--- config.mk ---
export PLATFORM = sky130hd
export DESIGN_NAME = led_pattern_sequencer
export DESIGN_NICKNAME = d
export VERILOG_FILES = /design/src/design/lps_pkg.sv /design/src/design/lps_debounce.sv /design/src/design/lps_pattern.sv /design/src/design/led_pattern_sequencer.sv
export SDC_FILE = /design/constraint.sdc
export NUM_CORES = 1
export LEC_CHECK = 0
export ABC_AREA = 0
export BUFFER_PORTS_ARGS = -buffer_cell sky130_fd_sc_hd__buf_4
export CAP_MARGIN = 20
export CORE_MARGIN = 2
export CORE_UTILIZATION = 40
export DETAILED_ROUTE_END_ITERATION = 10
export MAX_ROUTING_LAYER = met4
export PLACE_DENSITY_LB_ADDON = 0.25
export SLEW_MARGIN = 5
export SYNTH_ARGS = -nofsm -noshare
export SYNTH_HDL_FRONTEND = slang
export SYNTH_SLANG_ARGS = --single-unit
--- constraint.sdc ---
create_clock -name clk -period 12.8 [get_ports clk]
set_input_delay 1.92 -clock clk [delete_from_list [all_inputs] [get_ports clk]]
set_output_delay 1.92 -clock clk [all_outputs]
set_load 0.005 [all_outputs]
--- src/design/lps_pkg.sv ---
// ----------------------------------------------------------------------------
// lps_pkg: shared types and constants for the LED pattern sequencer
// Holds the pattern codes, the configuration register indexes and reset
// values, and the configuration struct handed to the pattern engine.
// ----------------------------------------------------------------------------
package lps_pkg;

	// Fixed geometry of the LED row.
	localparam int LED_COUNT      = 8;
	localparam int SCAN_PERIOD    = 2 * LED_COUNT - 2;
	localparam int PHASE_BITS     = $clog2(SCAN_PERIOD);
	localparam int STEP_BITS_DEF  = 16;
	localparam int DEBOUNCE_BITS  = 9;
	localparam int INTERVAL_BITS  = 16;
	localparam int DEBOUNCE_CFG_BITS = 8;
	localparam int MODE_BITS      = 3;
	localparam int CFG_INDEX_BITS = 3;
	localparam int CFG_DATA_BITS  = 16;

	// Pattern codes.
	localparam logic [MODE_BITS-1:0] MODE_COUNT     = 3'd0;
	localparam logic [MODE_BITS-1:0] MODE_LEFT      = 3'd1;
	localparam logic [MODE_BITS-1:0] MODE_RIGHT     = 3'd2;
	localparam logic [MODE_BITS-1:0] MODE_ALTERNATE = 3'd3;
	localparam logic [MODE_BITS-1:0] MODE_RANDOM    = 3'd4;
	localparam logic [MODE_BITS-1:0] MODE_SCANNER   = 3'd5;

	// Configuration register indexes.
	localparam logic [CFG_INDEX_BITS-1:0] REG_DEBOUNCE  = 3'd0;
	localparam logic [CFG_INDEX_BITS-1:0] REG_COUNT     = 3'd1;
	localparam logic [CFG_INDEX_BITS-1:0] REG_SHIFT     = 3'd2;
	localparam logic [CFG_INDEX_BITS-1:0] REG_ALTERNATE = 3'd3;
	localparam logic [CFG_INDEX_BITS-1:0] REG_RANDOM    = 3'd4;
	localparam logic [CFG_INDEX_BITS-1:0] REG_SCANNER   = 3'd5;

	// Reset values of the configuration registers.
	localparam logic [DEBOUNCE_CFG_BITS-1:0] DEBOUNCE_RST  = 8'd50;
	localparam logic [INTERVAL_BITS-1:0]     COUNT_RST     = 16'd100;
	localparam logic [INTERVAL_BITS-1:0]     SHIFT_RST     = 16'd150;
	localparam logic [INTERVAL_BITS-1:0]     ALTERNATE_RST = 16'd300;
	localparam logic [INTERVAL_BITS-1:0]     RANDOM_RST    = 16'd80;
	localparam logic [INTERVAL_BITS-1:0]     SCANNER_RST   = 16'd100;

	// LED constants.
	localparam logic [LED_COUNT-1:0] LED_EVEN  = 8'h55;
	localparam logic [LED_COUNT-1:0] LED_ODD   = 8'hAA;
	localparam logic [LED_COUNT-1:0] LED_FIRST = 8'h01;
	localparam logic [LED_COUNT-1:0] LED_LAST  = 8'h80;

	// Update periods of the patterns.
	typedef struct packed {
		logic [INTERVAL_BITS-1:0] count;
		logic [INTERVAL_BITS-1:0] shift;
		logic [INTERVAL_BITS-1:0] alternate;
		logic [INTERVAL_BITS-1:0] random;
		logic [INTERVAL_BITS-1:0] scanner;
	} lps_intervals_t;

endpackage

--- src/design/lps_debounce.sv ---
// ----------------------------------------------------------------------------
// lps_debounce: button debouncer
// Counts ticks since the last raw level change and flags a press when a low
// level has been held longer than the debounce setting.
// ----------------------------------------------------------------------------
module lps_debounce
	import lps_pkg::*;
(
	input  logic                         clk,
	input  logic                         arst_n,
	input  logic                         tick_en,
	input  logic                         level,
	input  logic [DEBOUNCE_CFG_BITS-1:0] debounce_ms,
	output logic                         press
);

	localparam logic [DEBOUNCE_BITS-1:0] COUNT_MAX = '1;

	logic [DEBOUNCE_BITS-1:0] count_q;
	logic                     raw_last_q;
	logic                     stable_q;
	logic [DEBOUNCE_BITS-1:0] count_next;
	logic                     accept;

	// Restart on a change, otherwise count up and saturate.
	always_comb begin
		if (level != raw_last_q) begin
			count_next = '0;
		end else if (count_q != COUNT_MAX) begin
			count_next = count_q + 1'b1;
		end else begin
			count_next = count_q;
		end
	end

	// A new level held long enough becomes the accepted level.
	assign accept = (count_next > {1'b0, debounce_ms}) && (level != stable_q);
	assign press  = accept && !level;

	always_ff @(posedge clk or negedge arst_n) begin
		if (!arst_n) begin
			count_q    <= '0;
			raw_last_q <= 1'b1;
			stable_q   <= 1'b1;
		end else if (tick_en) begin
			count_q    <= count_next;
			raw_last_q <= level;
			if (accept) begin
				stable_q <= level;
			end
		end
	end

endmodule

--- src/design/lps_pattern.sv ---
// ----------------------------------------------------------------------------
// lps_pattern: pattern engine
// Holds the pattern, step counter, LED byte and update timer, and computes
// the next LED byte for one tick.
// ----------------------------------------------------------------------------
module lps_pattern
	import lps_pkg::*;
#(
	parameter int STEP_BITS = STEP_BITS_DEF
) (
	input  logic                 clk,
	input  logic                 arst_n,
	input  logic                 tick_en,
	input  logic                 press,
	input  logic [7:0]           random_value,
	input  lps_intervals_t       intervals,
	output logic [LED_COUNT-1:0] led_next,
	output logic [MODE_BITS-1:0] mode_next
);

	localparam logic [STEP_BITS-1:0]     STEP_MAX    = '1;
	localparam logic [INTERVAL_BITS-1:0] ELAPSED_MAX = '1;
	localparam logic [PHASE_BITS-1:0]    PHASE_LAST  = PHASE_BITS'(SCAN_PERIOD - 1);
	localparam logic [PHASE_BITS-1:0]    PHASE_TURN  = PHASE_BITS'(LED_COUNT);
	localparam logic [PHASE_BITS-1:0]    PHASE_SPAN  = PHASE_BITS'(SCAN_PERIOD);

	logic [MODE_BITS-1:0]     mode_q;
	logic [STEP_BITS-1:0]     step_q;
	logic [PHASE_BITS-1:0]    phase_q;
	logic [LED_COUNT-1:0]     led_q;
	logic [7:0]               latch_q;
	logic [INTERVAL_BITS-1:0] elapsed_q;

	logic [STEP_BITS-1:0]     step_cur;
	logic [PHASE_BITS-1:0]    phase_cur;
	logic [LED_COUNT-1:0]     led_cur;
	logic [INTERVAL_BITS-1:0] elapsed_inc;
	logic [INTERVAL_BITS-1:0] interval;
	logic                     update;
	logic [7:0]               latch_next;
	logic [LED_COUNT-1:0]     led_pat;
	logic [PHASE_BITS-1:0]    scan_pos;
	logic [2:0]               sub_step;

	// A press moves to the next pattern and restarts it.
	always_comb begin
		mode_next = mode_q;
		step_cur  = step_q;
		phase_cur = phase_q;
		led_cur   = led_q;
		if (press) begin
			mode_next = (mode_q >= MODE_SCANNER) ? MODE_COUNT : mode_q + 1'b1;
			step_cur  = '0;
			phase_cur = '0;
			led_cur   = '0;
		end
	end

	// Update period of the active pattern.
	always_comb begin
		case (mode_next)
			MODE_COUNT:     interval = intervals.count;
			MODE_LEFT:      interval = intervals.shift;
			MODE_RIGHT:     interval = intervals.shift;
			MODE_ALTERNATE: interval = intervals.alternate;
			MODE_RANDOM:    interval = intervals.random;
			MODE_SCANNER:   interval = intervals.scanner;
			default:        interval = intervals.count;
		endcase
	end

	assign elapsed_inc = (elapsed_q != ELAPSED_MAX) ? elapsed_q + 1'b1 : elapsed_q;
	assign update      = elapsed_inc >= interval;
	assign sub_step    = step_cur[2:0];
	assign scan_pos    = (phase_cur >= PHASE_TURN) ? PHASE_SPAN - phase_cur : phase_cur;
	assign latch_next  = (mode_next == MODE_RANDOM && update && sub_step == 3'd0) ?
		random_value : latch_q;

	// New LED byte for each pattern.
	always_comb begin
		case (mode_next)
			MODE_COUNT:     led_pat = step_cur[7:0];
			MODE_LEFT:      led_pat = (sub_step == 3'd0) ? LED_FIRST :
				{led_cur[LED_COUNT-2:0], led_cur[LED_COUNT-1]};
			MODE_RIGHT:     led_pat = (sub_step == 3'd0) ? LED_LAST :
				{led_cur[0], led_cur[LED_COUNT-1:1]};
			MODE_ALTERNATE: led_pat = step_cur[0] ? LED_ODD : LED_EVEN;
			MODE_RANDOM:    led_pat = latch_next & ((8'd1 << sub_step) - 8'd1);
			MODE_SCANNER:   led_pat = LED_FIRST << scan_pos[2:0];
			default:        led_pat = led_cur;
		endcase
	end

	assign led_next = update ? led_pat : led_cur;

	always_ff @(posedge clk or negedge arst_n) begin
		if (!arst_n) begin
			mode_q    <= MODE_COUNT;
			step_q    <= '0;
			phase_q   <= '0;
			led_q     <= '0;
			latch_q   <= '0;
			elapsed_q <= '0;
		end else if (tick_en) begin
			mode_q  <= mode_next;
			led_q   <= led_next;
			latch_q <= latch_next;
			if (update) begin
				elapsed_q <= '0;
				step_q    <= step_cur + 1'b1;
				// Scanner phase tracks the step modulo the scan period.
				if (step_cur == STEP_MAX || phase_cur == PHASE_LAST) begin
					phase_q <= '0;
				end else begin
					phase_q <= phase_cur + 1'b1;
				end
			end else begin
				elapsed_q <= elapsed_inc;
				step_q    <= step_cur;
				phase_q   <= phase_cur;
			end
		end
	end

endmodule

--- src/design/led_pattern_sequencer.sv ---
// ----------------------------------------------------------------------------
// led_pattern_sequencer: eight-LED pattern generator with debounced button
// Each input word is one millisecond tick with the raw button level and a
// random byte; each tick yields one output word with the LED byte and the
// current pattern.
//
// Usage:
//   Input channel in_valid/in_stall carries button_level and random_value.
//   Output channel out_valid/out_stall carries led_bits and pattern_index.
//   A word is accepted at a clock edge where valid is high and stall is low.
//   One word is accepted per cycle when the output is not stalled.
//   The tick is processed in one pass from the input register into the
//   output register; all debounce and pattern state updates in that cycle.
//   When the receiver stalls, the output word holds and the input register
//   fills, after which in_stall rises; no word is lost or repeated.
//   Reset clears the debounce and pattern state, restores the configuration
//   defaults and empties both registers. Configuration is written through
//   cfg_we, cfg_index and cfg_data while the block is idle.
// ----------------------------------------------------------------------------
module led_pattern_sequencer
	import lps_pkg::*;
#(
	parameter int STEP_BITS = STEP_BITS_DEF
) (
	input  logic                      clk,
	input  logic                      arst_n,
	input  logic                      in_valid,
	output logic                      in_stall,
	input  logic                      button_level,
	input  logic [7:0]                random_value,
	output logic                      out_valid,
	input  logic                      out_stall,
	output logic [LED_COUNT-1:0]      led_bits,
	output logic [MODE_BITS-1:0]      pattern_index,
	input  logic                      cfg_we,
	input  logic [CFG_INDEX_BITS-1:0] cfg_index,
	input  logic [CFG_DATA_BITS-1:0]  cfg_data
);

	logic [DEBOUNCE_CFG_BITS-1:0] debounce_ms_q;
	lps_intervals_t               intervals_q;

	logic                 valid_s1;
	logic                 button_s1;
	logic [7:0]           random_s1;
	logic                 out_valid_q;
	logic [LED_COUNT-1:0] led_q;
	logic [MODE_BITS-1:0] mode_q;

	logic                 advance;
	logic                 press;
	logic [LED_COUNT-1:0] led_next;
	logic [MODE_BITS-1:0] mode_next;

	// Configuration registers.
	always_ff @(posedge clk or negedge arst_n) begin
		if (!arst_n) begin
			debounce_ms_q         <= DEBOUNCE_RST;
			intervals_q.count     <= COUNT_RST;
			intervals_q.shift     <= SHIFT_RST;
			intervals_q.alternate <= ALTERNATE_RST;
			intervals_q.random    <= RANDOM_RST;
			intervals_q.scanner   <= SCANNER_RST;
		end else if (cfg_we) begin
			case (cfg_index)
				REG_DEBOUNCE:  debounce_ms_q         <= cfg_data[DEBOUNCE_CFG_BITS-1:0];
				REG_COUNT:     intervals_q.count     <= cfg_data;
				REG_SHIFT:     intervals_q.shift     <= cfg_data;
				REG_ALTERNATE: intervals_q.alternate <= cfg_data;
				REG_RANDOM:    intervals_q.random    <= cfg_data;
				REG_SCANNER:   intervals_q.scanner   <= cfg_data;
				default:       ;
			endcase
		end
	end

	// The tick in the input register moves on when the output can take it.
	assign advance  = valid_s1 && (!out_valid_q || !out_stall);
	assign in_stall = valid_s1 && !advance;

	// Input register.
	always_ff @(posedge clk or negedge arst_n) begin
		if (!arst_n) begin
			valid_s1 <= 1'b0;
		end else if (in_valid && !in_stall) begin
			valid_s1 <= 1'b1;
		end else if (advance) begin
			valid_s1 <= 1'b0;
		end
	end

	always_ff @(posedge clk) begin
		if (in_valid && !in_stall) begin
			button_s1 <= button_level;
			random_s1 <= random_value;
		end
	end

	lps_debounce u_debounce (
		.clk         (clk),
		.arst_n      (arst_n),
		.tick_en     (advance),
		.level       (button_s1),
		.debounce_ms (debounce_ms_q),
		.press       (press)
	);

	lps_pattern #(
		.STEP_BITS (STEP_BITS)
	) u_pattern (
		.clk          (clk),
		.arst_n       (arst_n),
		.tick_en      (advance),
		.press        (press),
		.random_value (random_s1),
		.intervals    (intervals_q),
		.led_next     (led_next),
		.mode_next    (mode_next)
	);

	// Output register.
	always_ff @(posedge clk or negedge arst_n) begin
		if (!arst_n) begin
			out_valid_q <= 1'b0;
		end else if (advance) begin
			out_valid_q <= 1'b1;
		end else if (!out_stall) begin
			out_valid_q <= 1'b0;
		end
	end

	always_ff @(posedge clk) begin
		if (advance) begin
			led_q  <= led_next;
			mode_q <= mode_next;
		end
	end

	assign out_valid     = out_valid_q;
	assign led_bits      = led_q;
	assign pattern_index = mode_q;

endmodule

* After elaboration in Yosys (flattened, before gate mapping)
Cells that the tools add are included.
Operators by class: add/sub/neg operators 7, order comparisons 4, equality and inequality tests 17, shifts and indexed selects 2, muxes and demuxes 24, bitwise logic cells 1, reduce and logical (&&, ||, !) cells 26
Operator list (count):
- $mux W16 | 4
- $pmux W16 S4 | 1
- $mux W8 | 6
- $pmux W8 S6 | 1
- $add A16 B1 Y16 const B | 2
- $mux W9 | 2
- $eq A16 B16 Y1 const B | 1
- $ge A16 B16 Y1 | 1
- $ne A16 B16 Y1 const B | 1
- $shl A1 B3 Y8 const A | 2
- $reduce_and A2 Y1 | 7
- $eq A3 B2 Y1 const B | 4
- $eq A3 B3 Y1 const B | 4
- $mux W4 | 3
- $add A9 B1 Y9 const B | 1
- $gt A9 B8 Y1 | 1
- $logic_not A3 Y1 | 3
- $mux W3 | 3
- $ne A9 B9 Y1 const B | 1
- $and A8 B8 Y8 | 1
- $sub A8 B1 Y8 const B | 1
- $logic_and A1 B1 Y1 | 7
- $eq A3 B1 Y1 const B | 2
- $logic_not A1 Y1 | 5
- other kinds (12) | 17
Word-level totals: flip-flop bits (word level) 176, bits of input ports 33

* Longest topological paths before layout
Gate-level depths: netlist (run 1).
depth after elaboration 17, mapped depth 28, depth with buffers taken out 25

* By module
From an unflattened synthesis (run 1), not the netlist that was laid out.
Second synthesis, totals: cell total of the unflattened synthesis 969, area total of the unflattened synthesis 10050.9 µm²
By module, submodules not included:
- lps_pattern | times used 1, cells an instance 640, area an instance 4870.9 µm², seq. area each 1376.3 µm²
- led_pattern_sequencer | times used 1, cells an instance 219, area an instance 4226.6 µm², seq. area each 2876.5 µm²
- lps_debounce | times used 1, cells an instance 110, area an instance 953.4 µm², seq. area each 277.8 µm²

* Worst setup path after synthesis (run 1)
OpenSTA, ideal clock, no wires.
path kind reg-to-reg, start point register u_debounce.count_q[0], end point register led_q[6], in the netlist led_bits[6] (data pin), arrival 5.614 ns, required time 12.535 ns, path slack 6.921 ns, cell stages (with the launch flop) 28, period minus slack after synthesis 5.879 ns, path through dfrtp_1 > ha_1 > and3_1 > nand3_1 > and3_1 > and4_1 > xnor2_1 > nor2_1 > ha_1 > a22oi_1 > o211ai_2 > o2111ai_2 > buf_4 > a21oi_1 > o22ai_2 > o211ai_2 > buf_2 > a221oi_2 > ha_1 > a21oi_2 > nand2_1 > a2111o_1 > a41o_2 > and3_4 > buf_6 > mux2_4 > a311oi_2 > a21oi_1
On the way: word-level cells in the longest chain between the ends 17, elaborated cells between the ends (all ways) 36
Ends and longest elaborated chain:
- from (decl) | RTL line lps_debounce.sv:19 | logic [DEBOUNCE_BITS-1:0] count_q;
- from (signal assigned) | RTL line lps_debounce.sv:46 | count_q <= count_next;
- $add A9 B1 Y9 or $ne A9 B9 Y1 (tied branches) | RTL line lps_debounce.sv:30, lps_debounce.sv:29
- $mux W9 * | RTL line lps_debounce.sv:29 | end else if (count_q != COUNT_MAX) begin
- $mux W9 * | RTL line lps_debounce.sv:27 | if (level != raw_last_q) begin
- net u_debounce.count_next[6] | RTL line lps_debounce.sv:22 | logic [DEBOUNCE_BITS-1:0] count_next;
- $gt A9 B8 Y1 * | RTL line lps_debounce.sv:37 | assign accept = (count_next > {1'b0, debounce_ms}) && (level != stable_q);
- $logic_and A1 B1 Y1 * | RTL line lps_debounce.sv:37
- $logic_and A1 B1 Y1 * | RTL line lps_debounce.sv:38 | assign press = accept && !level;
- $mux W3 | RTL line lps_pattern.sv:51 | if (press) begin
- [2 not listed]
- $pmux W16 S4 | RTL line lps_pattern.sv:61 | case (mode_next)
- $ge A16 B16 Y1 | RTL line lps_pattern.sv:73 | assign update = elapsed_inc >= interval;
- $logic_and A1 B1 Y1 (2 in a row) | RTL line lps_pattern.sv:76 | assign latch_next = (mode_next == MODE_RANDOM && update && sub_step == 3'd0) ?
- $mux W8 | RTL line lps_pattern.sv:76
- $and A8 B8 Y8 | RTL line lps_pattern.sv:88 | MODE_RANDOM: led_pat = latch_next & ((8'd1 << sub_step) - 8'd1);
- $pmux W8 S6 | RTL line lps_pattern.sv:81 | case (mode_next)
- $mux W8 * | RTL line lps_pattern.sv:94 | assign led_next = update ? led_pat : led_cur;
- net led_next[6] | RTL line led_pattern_sequencer.sv:52 | logic [LED_COUNT-1:0] led_next;
- to (signal assigned) | RTL line led_pattern_sequencer.sv:134 | led_q <= led_next;
- to (decl) | RTL line led_pattern_sequencer.sv:47 | logic [LED_COUNT-1:0] led_q;
Mark *: on every way through the listed nets, which the timed path passes. The rest lies on a longest branch. A chain may end at the register's enable or synchronous reset.

* Final worst setup path (run 1)
start point register u_debounce.count_q[0], end point register led_q[3], in the netlist led_bits[3] (data pin)
Same word-level chain as after synthesis.

==> qor.txt, run 1 <==
OUTCOME
-------------------------------------------------------------------------------------------
Status                                                                            completed

SYNTHESIS
-------------------------------------------------------------------------------------------
Post-synthesis cell type count                                                           81
Fraction of synthesis flops using an asynchronous set or reset pin                    88.6%
Commonest cells in the netlist                                                 sky130_fd_sc_hd__dfrtp_1 (135), sky130_fd_sc_hd__nand2_1 (108), sky130_fd_sc_hd__mux2_2 (94)
Summed instance area of the synthesized netlist                                   9780 um^2
Post-Synthesis Mean Instance Area                                                 10.5 um^2
Area fraction of the dominant cell type after synthesis                               34.5%
Top cells by area, synth                                                       sky130_fd_sc_hd__dfrtp_1 (35%), sky130_fd_sc_hd__mux2_2 (11%), sky130_fd_sc_hd__edfxtp_1 (6.1%)
Primary FF master, synth                                                       sky130_fd_sc_hd__dfrtp_1
Library cell with the highest instance count after synthesis                   sky130_fd_sc_hd__dfrtp_1
Number of register bits inferred by synthesis                                           176
Sequential area share after synthesis                                                 46.3%
EDFF count, synth                                                                        20
Syn nets                                                                               1000
Post-synth top area cell                                                       sky130_fd_sc_hd__dfrtp_1
Post-Synthesis Cells                                                                    928
Yosys warns                                                                               0

POWER AND IR DROP
-------------------------------------------------------------------------------------------
Fraction of power consumed by sequential logic                                        42.6%
Combinational share of power                                                          29.0%
Leakage                                                                             4.76 nW
Int Pwr                                                                           0.00122 W
Largest vdd supply drop                                                             91.3 uV
Power spent charging and discharging nets                                        0.000649 W
Overall power of the completed layout                                             0.00187 W
P per Cell Area                                                                 168 nW/um^2
Clock share of power                                                                  28.4%
Net switching share of the total power                                                34.7%

FINISH
-------------------------------------------------------------------------------------------
Count of fill cells added during filler insertion                                      2256
Final Net Count                                                                        1032
Share of the core filled with cells                                                   45.9%
Combined area of the multi-input logic cells                                      4920 um^2
Signed area change from the synthesized netlist to the final layout                   13.4%
Layout cells sized above 1                                                            24.8%
Cell area after layout                                                           11100 um^2
Antenna fix cells                                                                         0
Area taken by flip-flops and latches                                              4530 um^2

WORST HOLD PATH
-------------------------------------------------------------------------------------------
Worst Hold Class                                                               flop to flop
Destination of the worst hold path                                             u_pattern.latch_q[0]
Worst min-delay path startpoint                                                random_s1[0]
Depth of the worst hold-timing path                                                       1

CLOCKING
-------------------------------------------------------------------------------------------
Clock slew seen by the registers of the worst setup and hold paths                  0.07 ns
TritonCTS Buffers                                                                        17
Hold bufs inserted after CTS                                                              0
Clock latency reported for the late side of the worst-skew pair                     0.44 ns
Count of clock tree sinks                                                               176
Number of H-tree levels                                                                   4
Clock tree from TritonCTS                                                             built
Root Buffer Master                                                             sky130_fd_sc_hd__clkbuf_16
Number of cells upsized or downsized after cts                                            0
Count of buffers added by post-CTS timing repair for setup                                0
Worst-case clock buffer depth                                                             2

FLOORPLANNING
-------------------------------------------------------------------------------------------
Die span in x                                                                        160 um
Effective utilization at floorplan                                                    40.5%
Die height                                                                           160 um
Overall die area                                                                 25700 um^2
# IOs                                                                                    46
Standard cell core area                                                          24200 um^2
Cell Rows                                                                                57

PLACE
-------------------------------------------------------------------------------------------
Routability cong.                                                                     0.906
Half-perimeter wire length after placement                                         16100 um
Quantity of I/O buffers inserted on ports                                                45
Cell Area, Placed                                                                10400 um^2

DRT
-------------------------------------------------------------------------------------------
Wire length per cell after detailed routing                                         18.1 um
DRC viols                                                                                 0
Detailed-route vias per instance                                                       5.70
DRT Pass-1 Iters                                                                          9
Via count of the routed design                                                         7387
Sum of routed wire length over all layers                                          23400 um
Antenna-violating nets left                                                               0
Number of design-rule violations left by the first detailed-router iteration            467

CRITICAL PATH
-------------------------------------------------------------------------------------------
FF-to-FF Start                                                                 u_debounce.count_q[0]
Maximum fanout encountered on the critical timing path                                   16
Worst EP arrival                                                                    7.56 ns
Setup slack of the worst register-to-register path                                  5.40 ns
Type of origin of the critical path                                                    flop
CP Class                                                                       flop to flop
Number of cells traversed by the worst register-to-register path                         26
Most frequent cell on the critical path                                        sky130_fd_sc_hd__ha_1
Delay contributed by the slowest stage of the critical path                         0.86 ns
CP max-delay cell                                                              sky130_fd_sc_hd__a21oi_2
Category of the worst setup path capture point                                         flop
Data required time of the critical path                                            12.96 ns
End of the worst register-to-register path                                      led_bits[3]

TIMING
-------------------------------------------------------------------------------------------
Final Hold Violating Endpoints                                                            0
Setup clock skew after layout                                                     0.0123 ns
Highest achievable clock rate                                                       135 MHz
Slew Limit Headroom                                                                   25.7%
Fin. max-slew vios                                                                        0
Final worst-path cycle share                                                          57.8%
RSZ-0062 raised after global routing                                                  false
Min Clock Period, post-route                                                        7.40 ns
Final setup fails                                                                         0
Worst slew pin tran                                                                 1.11 ns
Total negative slack for setup checks                                                  0 ns
Final Hold Slack                                                                   0.480 ns

GRT
-------------------------------------------------------------------------------------------
Global-route wire length before repair                                             38700 um
Number of global-route vias before repair                                              7430
Remaining Overflow, GRT                                                                   0
Initial antenna violation count                                                           0
GRT Overall Usage                                                                     19.2%
Maximum number of pins on one net before global-route repair                            110

RUN
-------------------------------------------------------------------------------------------
MaxCap Viol Count                                                                         0

## worst max path at each step
stage / startpoint / to / slack [ns] / cells after the start
final: u_debounce.count_q[0] / led_bits[3] / 5.40 / 26
after global routing: u_debounce.count_q[0] / led_bits[3] / 4.95 / 26
after CTS: u_debounce.count_q[0] / led_bits[4] / 5.54 / 26
after detailed placement: u_debounce.count_q[0] / led_bits[3] / 5.70 / 26
after global placement: u_debounce.count_q[0] / led_bits[4] / 5.79 / 26
after floorplan: u_debounce.count_q[0] / led_bits[6] / 6.92 / 27
## worst max-delay path: cells and delay by family (launching register included)
family,cells,cell delay [ns]
AO/OA/AOI/OAI,11,2.90
XOR/XNOR,1,0.19
adder cells (fa/ha/maj),3,0.93
buffers and inverters,2,0.35
flip-flops,1,0.41
AND/OR/NAND/NOR,9,2.32
## cell families (layout without fill, tap and decap cells)
logic type | Yosys count | in the layout | synth area share (%)
AND/OR/NAND/NOR | 277 | 277 | 13.9
AO/OA/AOI/OAI | 217 | 217 | 16.6
flip-flops | 176 | 176 | 46.3
multiplexers | 106 | 106 | 12.2
buffers and inverters | 87 | 132 | 3.79
adder cells (fa/ha/maj) | 39 | 39 | 4.99
XOR/XNOR | 26 | 26 | 2.33
## layer usage
metal | wire [um] | global-route usage [%] | vias up
met3 | 905 | 2.97 | 27
met5 | 0 | - | -
met4 | 363 | 5.49 | 0
met2 | 11300 | 31.3 | 179
li1 | - | - | 3516
met1 | 10800 | 24.8 | 3665
## registers in the layout, summed over array words and instances (netlist names)
| register | flops |
|---|---|
| u_debounce.stable_q | 1 |
| u_debounce.raw_last_q | 1 |
| intervals_q | 80 |
| u_pattern.mode_q | 3 |
| u_pattern.led_q | 8 |
| u_pattern.elapsed_q | 16 |
| u_pattern.latch_q | 8 |
| led_bits | 8 |
| pattern_index | 3 |
| debounce_ms_q | 8 |
| button_s1 | 1 |
| u_pattern.step_q | 16 |
| random_s1 | 8 |
| u_debounce.count_q | 9 |
| valid_s1 | 1 |
| out_valid | 1 |
| u_pattern.phase_q | 4 |
## placed cells by master, fill, tap and decap left out, drive strengths merged, types with 11 or more instances in the layout
| cell type | instances |
|---|---|
| buf | 58 |
| dfrtp | 135 |
| and3 | 11 |
| mux2 | 96 |
| inv | 47 |
| a222oi | 16 |
| nor3 | 14 |
| nor2 | 45 |
| dfstp | 21 |
| ha | 39 |
| a21oi | 45 |
| xnor2 | 16 |
| nand4 | 15 |
| clkbuf | 18 |
| edfxtp | 20 |
| nand2 | 108 |
| o21ai | 47 |
| nand3 | 31 |
| a221oi | 16 |
## power groups by stage
stage / registers, W / clock network [W] / logic (W)
global placement: 0.000805 / 0 / 0.000524
finish: 0.000797 / 0.000530 / 0.000542
detailed placement: 0.000806 / 0 / 0.000537
floorplan: 0.000769 / 0 / 0.000402
CTS: 0.000796 / 0.000541 / 0.000541
global route: 0.000813 / 0.000565 / 0.000606
## through the flow
step,cells,worst slack [ns]
3_5_place_dp,1262,5.70
6_report,1297,5.40
5_1_grt,1297,4.95
4_1_cts,1294,5.54
3_3_place_gp,1260,5.79
2_1_floorplan,928,6.92
## final cells by class
cell class,instances,area share [%]
Multi-Input combinational cell,665,44.4
Clock buffer,18,3.87
Tap cell,324,3.65
Clock inverter,14,1.52
Timing Repair Buffer,58,4.34
Inverter,42,1.42
Sequential cell,176,40.8
(Power assumes the default switching activity.)
==> inputs of run 2 (changes only) <==
==> constraint.sdc (replaced) <==
create_clock -name clk -period 6.1 [get_ports clk]
set_input_delay 0.915 -clock clk [delete_from_list [all_inputs] [get_ports clk]]
set_output_delay 0.915 -clock clk [all_outputs]
set_load 0.005 [all_outputs]
==> run 2 against run 1 <==
- utilization is 3.0 points higher
- sequential share of layout area is 2.5 points lower
- worst setup slack worse by 5.3 ns
- wire length is 4.8% higher
- clock power is 120% higher
- first-iteration DRC count is 20% higher
- fmax is 24% higher
- clock skew is 0.0013 ns higher
- clock-buffer cell count is 1 lower
- critical path depth is 1 higher
- sequential power is 110% higher
- cell count is 3.8% higher
- critical path type unchanged
- largest cell class unchanged
==> qor.txt, run 2 (synthesis gave the netlist of run 1 again) <==
TIMING
-------------------------------------------------------------------------------------------
Final Hold Violating Endpoints                                                            0   unchanged
Highest achievable clock rate                                                       167 MHz   was 135 MHz
Slew Limit Headroom                                                                   29.2%   was 25.7%
RSZ-0062 raised after global routing                                                   true   was false
Final worst-path cycle share                                                          98.0%   was 57.8%
Min Clock Period, post-route                                                        5.98 ns   was 7.40 ns
Setup clock skew after layout                                                     0.0137 ns   was 0.0123 ns
Final setup fails                                                                         0   unchanged
Fin. max-slew vios                                                                        0   unchanged
Total negative slack for setup checks                                                  0 ns   unchanged
Worst slew pin tran                                                                 1.06 ns   was 1.11 ns

DRT
-------------------------------------------------------------------------------------------
Sum of routed wire length over all layers                                          24600 um   was 23400 um
Wire length per cell after detailed routing                                         18.2 um   was 18.1 um
DRT Pass-1 Iters                                                                          8   was 9
Antenna-violating nets left                                                               0   unchanged
DRC viols                                                                                 0   unchanged
Number of design-rule violations left by the first detailed-router iteration            560   was 467
Via count of the routed design                                                         7630   was 7387
Detailed-route vias per instance                                                       5.67   was 5.70

POWER AND IR DROP
-------------------------------------------------------------------------------------------
P per Cell Area                                                                 346 nW/um^2   was 168 nW/um^2
Largest vdd supply drop                                                              174 uV   was 91.3 uV
Overall power of the completed layout                                             0.00409 W   was 0.00187 W
Leakage                                                                             5.05 nW   was 4.76 nW

GRT
-------------------------------------------------------------------------------------------
Maximum number of pins on one net before global-route repair                             72   was 110
Global-route wire length before repair                                             39200 um   was 38700 um
GRT Overall Usage                                                                     19.5%   was 19.2%
Remaining Overflow, GRT                                                                   0   unchanged
Number of global-route vias before repair                                              7360   was 7430
Initial antenna violation count                                                           0   unchanged

FINISH
-------------------------------------------------------------------------------------------
Max FFs per register                                                                     80   unchanged
Final Net Count                                                                        1081   was 1032
Count of fill cells added during filler insertion                                      2208   was 2256
Most used cells in the layout excluding fill and tap cells                     sky130_fd_sc_hd__dfrtp_1 (135), sky130_fd_sc_hd__nand2_1 (105), sky130_fd_sc_hd__buf_4 (95), sky130_fd_sc_hd__mux2_2 (94), sky130_fd_sc_hd__o21ai_0 (44)   was sky130_fd_sc_hd__dfrtp_1 (135), sky130_fd_sc_hd__nand2_1 (108), sky130_fd_sc_hd__mux2_2 (94), sky130_fd_sc_hd__buf_4 (52), sky130_fd_sc_hd__o21ai_0 (45)
Antenna fix cells                                                                         0   unchanged
Signed area change from the synthesized netlist to the final layout                   20.9%   was 13.4%
Registers with the most flip-flops                                             intervals_q: 80 flops, u_pattern.elapsed_q: 16 flops, u_pattern.step_q: 16 flops   unchanged
Layout cells sized above 1                                                            32.3%   was 24.8%
Largest Register                                                                intervals_q   unchanged
Leading cell type in the layout, fill and taps excluded                        sky130_fd_sc_hd__dfrtp_1   unchanged

FLOORPLANNING
-------------------------------------------------------------------------------------------
Cell Rows                                                                                57   unchanged
Die height                                                                           160 um   unchanged
# IOs                                                                                    46   unchanged
Die span in x                                                                        160 um   unchanged
Effective utilization at floorplan                                                    40.5%   unchanged
Standard cell core area                                                          24200 um^2   unchanged
Overall die area                                                                 25700 um^2   unchanged

CRITICAL PATH
-------------------------------------------------------------------------------------------
FF-to-FF Start                                                                 u_debounce.count_q[1]   was u_debounce.count_q[0]
CP Class                                                                       flop to flop   unchanged
Category of the worst setup path capture point                                         flop   unchanged
Maximum fanout encountered on the critical timing path                                    6   was 16
End of the worst register-to-register path                                      led_bits[6]   was led_bits[3]
Data required time of the critical path                                             6.28 ns   was 12.96 ns
Worst EP arrival                                                                    6.16 ns   was 7.56 ns
Number of cells traversed by the worst register-to-register path                         27   was 26
Type of origin of the critical path                                                    flop   unchanged
Setup slack of the worst register-to-register path                                  0.12 ns   was 5.40 ns

PLACE
-------------------------------------------------------------------------------------------
Quantity of I/O buffers inserted on ports                                                45   unchanged
Half-perimeter wire length after placement                                         16700 um   was 16100 um
Routability cong.                                                                     0.959   was 0.906

CLOCKING
-------------------------------------------------------------------------------------------
Clock latency reported for the late side of the worst-skew pair                     0.44 ns   about the same
Root Buffer Master                                                             sky130_fd_sc_hd__clkbuf_16   unchanged
Clock slew seen by the registers of the worst setup and hold paths                  0.08 ns   was 0.07 ns
Clock tree from TritonCTS                                                             built   unchanged
Hold bufs inserted after CTS                                                              0   unchanged
Worst-case clock buffer depth                                                             2   unchanged
Count of clock tree sinks                                                               176   unchanged
TritonCTS Buffers                                                                        17   unchanged
Number of H-tree levels                                                                   4   unchanged

RUN
-------------------------------------------------------------------------------------------
MaxCap Viol Count                                                                         0   unchanged

WORST HOLD PATH
-------------------------------------------------------------------------------------------
Worst Hold Class                                                               input pin to async pin   was flop to flop

OUTCOME
-------------------------------------------------------------------------------------------
Status                                                                            completed   unchanged

run 2: cell types whose count changed in the layout (fill, tap and decap cells not counted), moves of 3 or more:
| cell | previous run | this run |
|---|---|---|
| sky130_fd_sc_hd__a221oi_2 | 7 | 11 |
| sky130_fd_sc_hd__nand2_1 | 108 | 105 |
| sky130_fd_sc_hd__clkinv_8 | 3 | 8 |
| sky130_fd_sc_hd__nor3_1 | 13 | 9 |
| sky130_fd_sc_hd__a221oi_1 | 9 | 5 |
| sky130_fd_sc_hd__a21oi_2 | 2 | 5 |
| sky130_fd_sc_hd__nand2_2 | 0 | 3 |
| sky130_fd_sc_hd__buf_12 | 0 | 7 |
| sky130_fd_sc_hd__nor3_2 | 1 | 4 |
| sky130_fd_sc_hd__nand3_1 | 30 | 27 |
| sky130_fd_sc_hd__a21oi_1 | 43 | 40 |
| sky130_fd_sc_hd__buf_4 | 52 | 95 |
run 2: report_power, final:
part	switching, W	internal (W)	leakage [nW]
sequential	0.000212	0.00146	2.09
clock	0.000578	0.000567	0.303
combinational	0.000671	0.000600	2.66
total	0.00146	0.00263	5.05
run 2: what timing repair did:
item / 4_1_cts / 5_1_grt
setup endpoints to repair: 2 / 48
hold endpoints to repair: 0 / 0
buffers inserted: 0 / 15
cloned: 0 / 1
gates resized for setup: 1 / 51
pin swaps: 1 / 45
run 2: worst max path at each step:
stage,depth (start not counted),from,slack [ns],to
after floorplan,27,u_debounce.count_q[0],0.22,led_bits[6]
after global placement,27,u_debounce.count_q[0],0.07,led_bits[3]
after detailed placement,27,u_debounce.count_q[0],-0.0002,led_bits[3]
after CTS,27,u_debounce.count_q[0],0.0001,led_bits[3]
after global routing,28,u_debounce.count_q[1],-0.17,led_bits[6]
final,27,u_debounce.count_q[1],0.12,led_bits[6]
run 2: stage by stage:
step	cells	util (%)	hold slack [ns]	setup slack, ns	instance area, um^2
2_1_floorplan	928	-	0.438	0.221	9780
3_3_place_gp	1297	44.5	0.461	0.0744	10800
3_5_place_dp	1297	44.5	0.477	-0.000200	10800
4_1_cts	1329	47.2	0.307	0.0000973	11400
5_1_grt	1346	48.9	0.308	-0.173	11800
6_report	1346	48.9	0.312	0.122	11800
run 2: layout make-up:
class / instances / area, um^2 / share of cell area, %
Clock inverter: 15 / 209 / 1.77
Tap cell: 324 / 405 / 3.43
Inverter: 42 / 158 / 1.33
Sequential cell: 176 / 4530 / 38.3
Clock buffer: 17 / 425 / 3.60
Multi-Input combinational cell: 666 / 5200 / 44.0
Timing Repair Buffer: 106 / 898 / 7.60
run 2: routing by layer:
metal | track usage, % | share of wire [%] | vias to the layer above
li1 | - | - | 3623
met1 | 26.5 | 47 | 3779
met2 | 30.3 | 47 | 191
met3 | 2.63 | 4.0 | 37
met4 | 6.59 | 2.2 | 0
met5 | - | 0 | -
run 2: worst max-delay path, stage by stage, from the launching register on:
cell and delay [ns]:
sky130_fd_sc_hd__dfrtp_1 0.42, sky130_fd_sc_hd__ha_4 0.18, sky130_fd_sc_hd__and3_4 0.15, sky130_fd_sc_hd__nand3_2 0.09, sky130_fd_sc_hd__and3_4 0.21, sky130_fd_sc_hd__nand2_2 0.07, sky130_fd_sc_hd__xor2_2 0.17, sky130_fd_sc_hd__nor2_1 0.07
sky130_fd_sc_hd__ha_1 0.35, sky130_fd_sc_hd__nand4_1 0.14, sky130_fd_sc_hd__o211ai_2 0.26, sky130_fd_sc_hd__o2111ai_2 0.19, sky130_fd_sc_hd__buf_4 0.20, sky130_fd_sc_hd__nand3_4 0.11, sky130_fd_sc_hd__o22ai_4 0.16, sky130_fd_sc_hd__buf_12 0.21
sky130_fd_sc_hd__a222oi_1 0.27, sky130_fd_sc_hd__inv_1 0.07, sky130_fd_sc_hd__a221oi_1 0.23, sky130_fd_sc_hd__ha_1 0.32, sky130_fd_sc_hd__a21oi_2 0.14, sky130_fd_sc_hd__a31oi_1 0.09, sky130_fd_sc_hd__a2111o_1 0.41, sky130_fd_sc_hd__a41o_4 0.29
sky130_fd_sc_hd__and3_4 0.22, sky130_fd_sc_hd__mux2_4 0.31, sky130_fd_sc_hd__a311oi_2 0.30, sky130_fd_sc_hd__a21oi_1 0.06
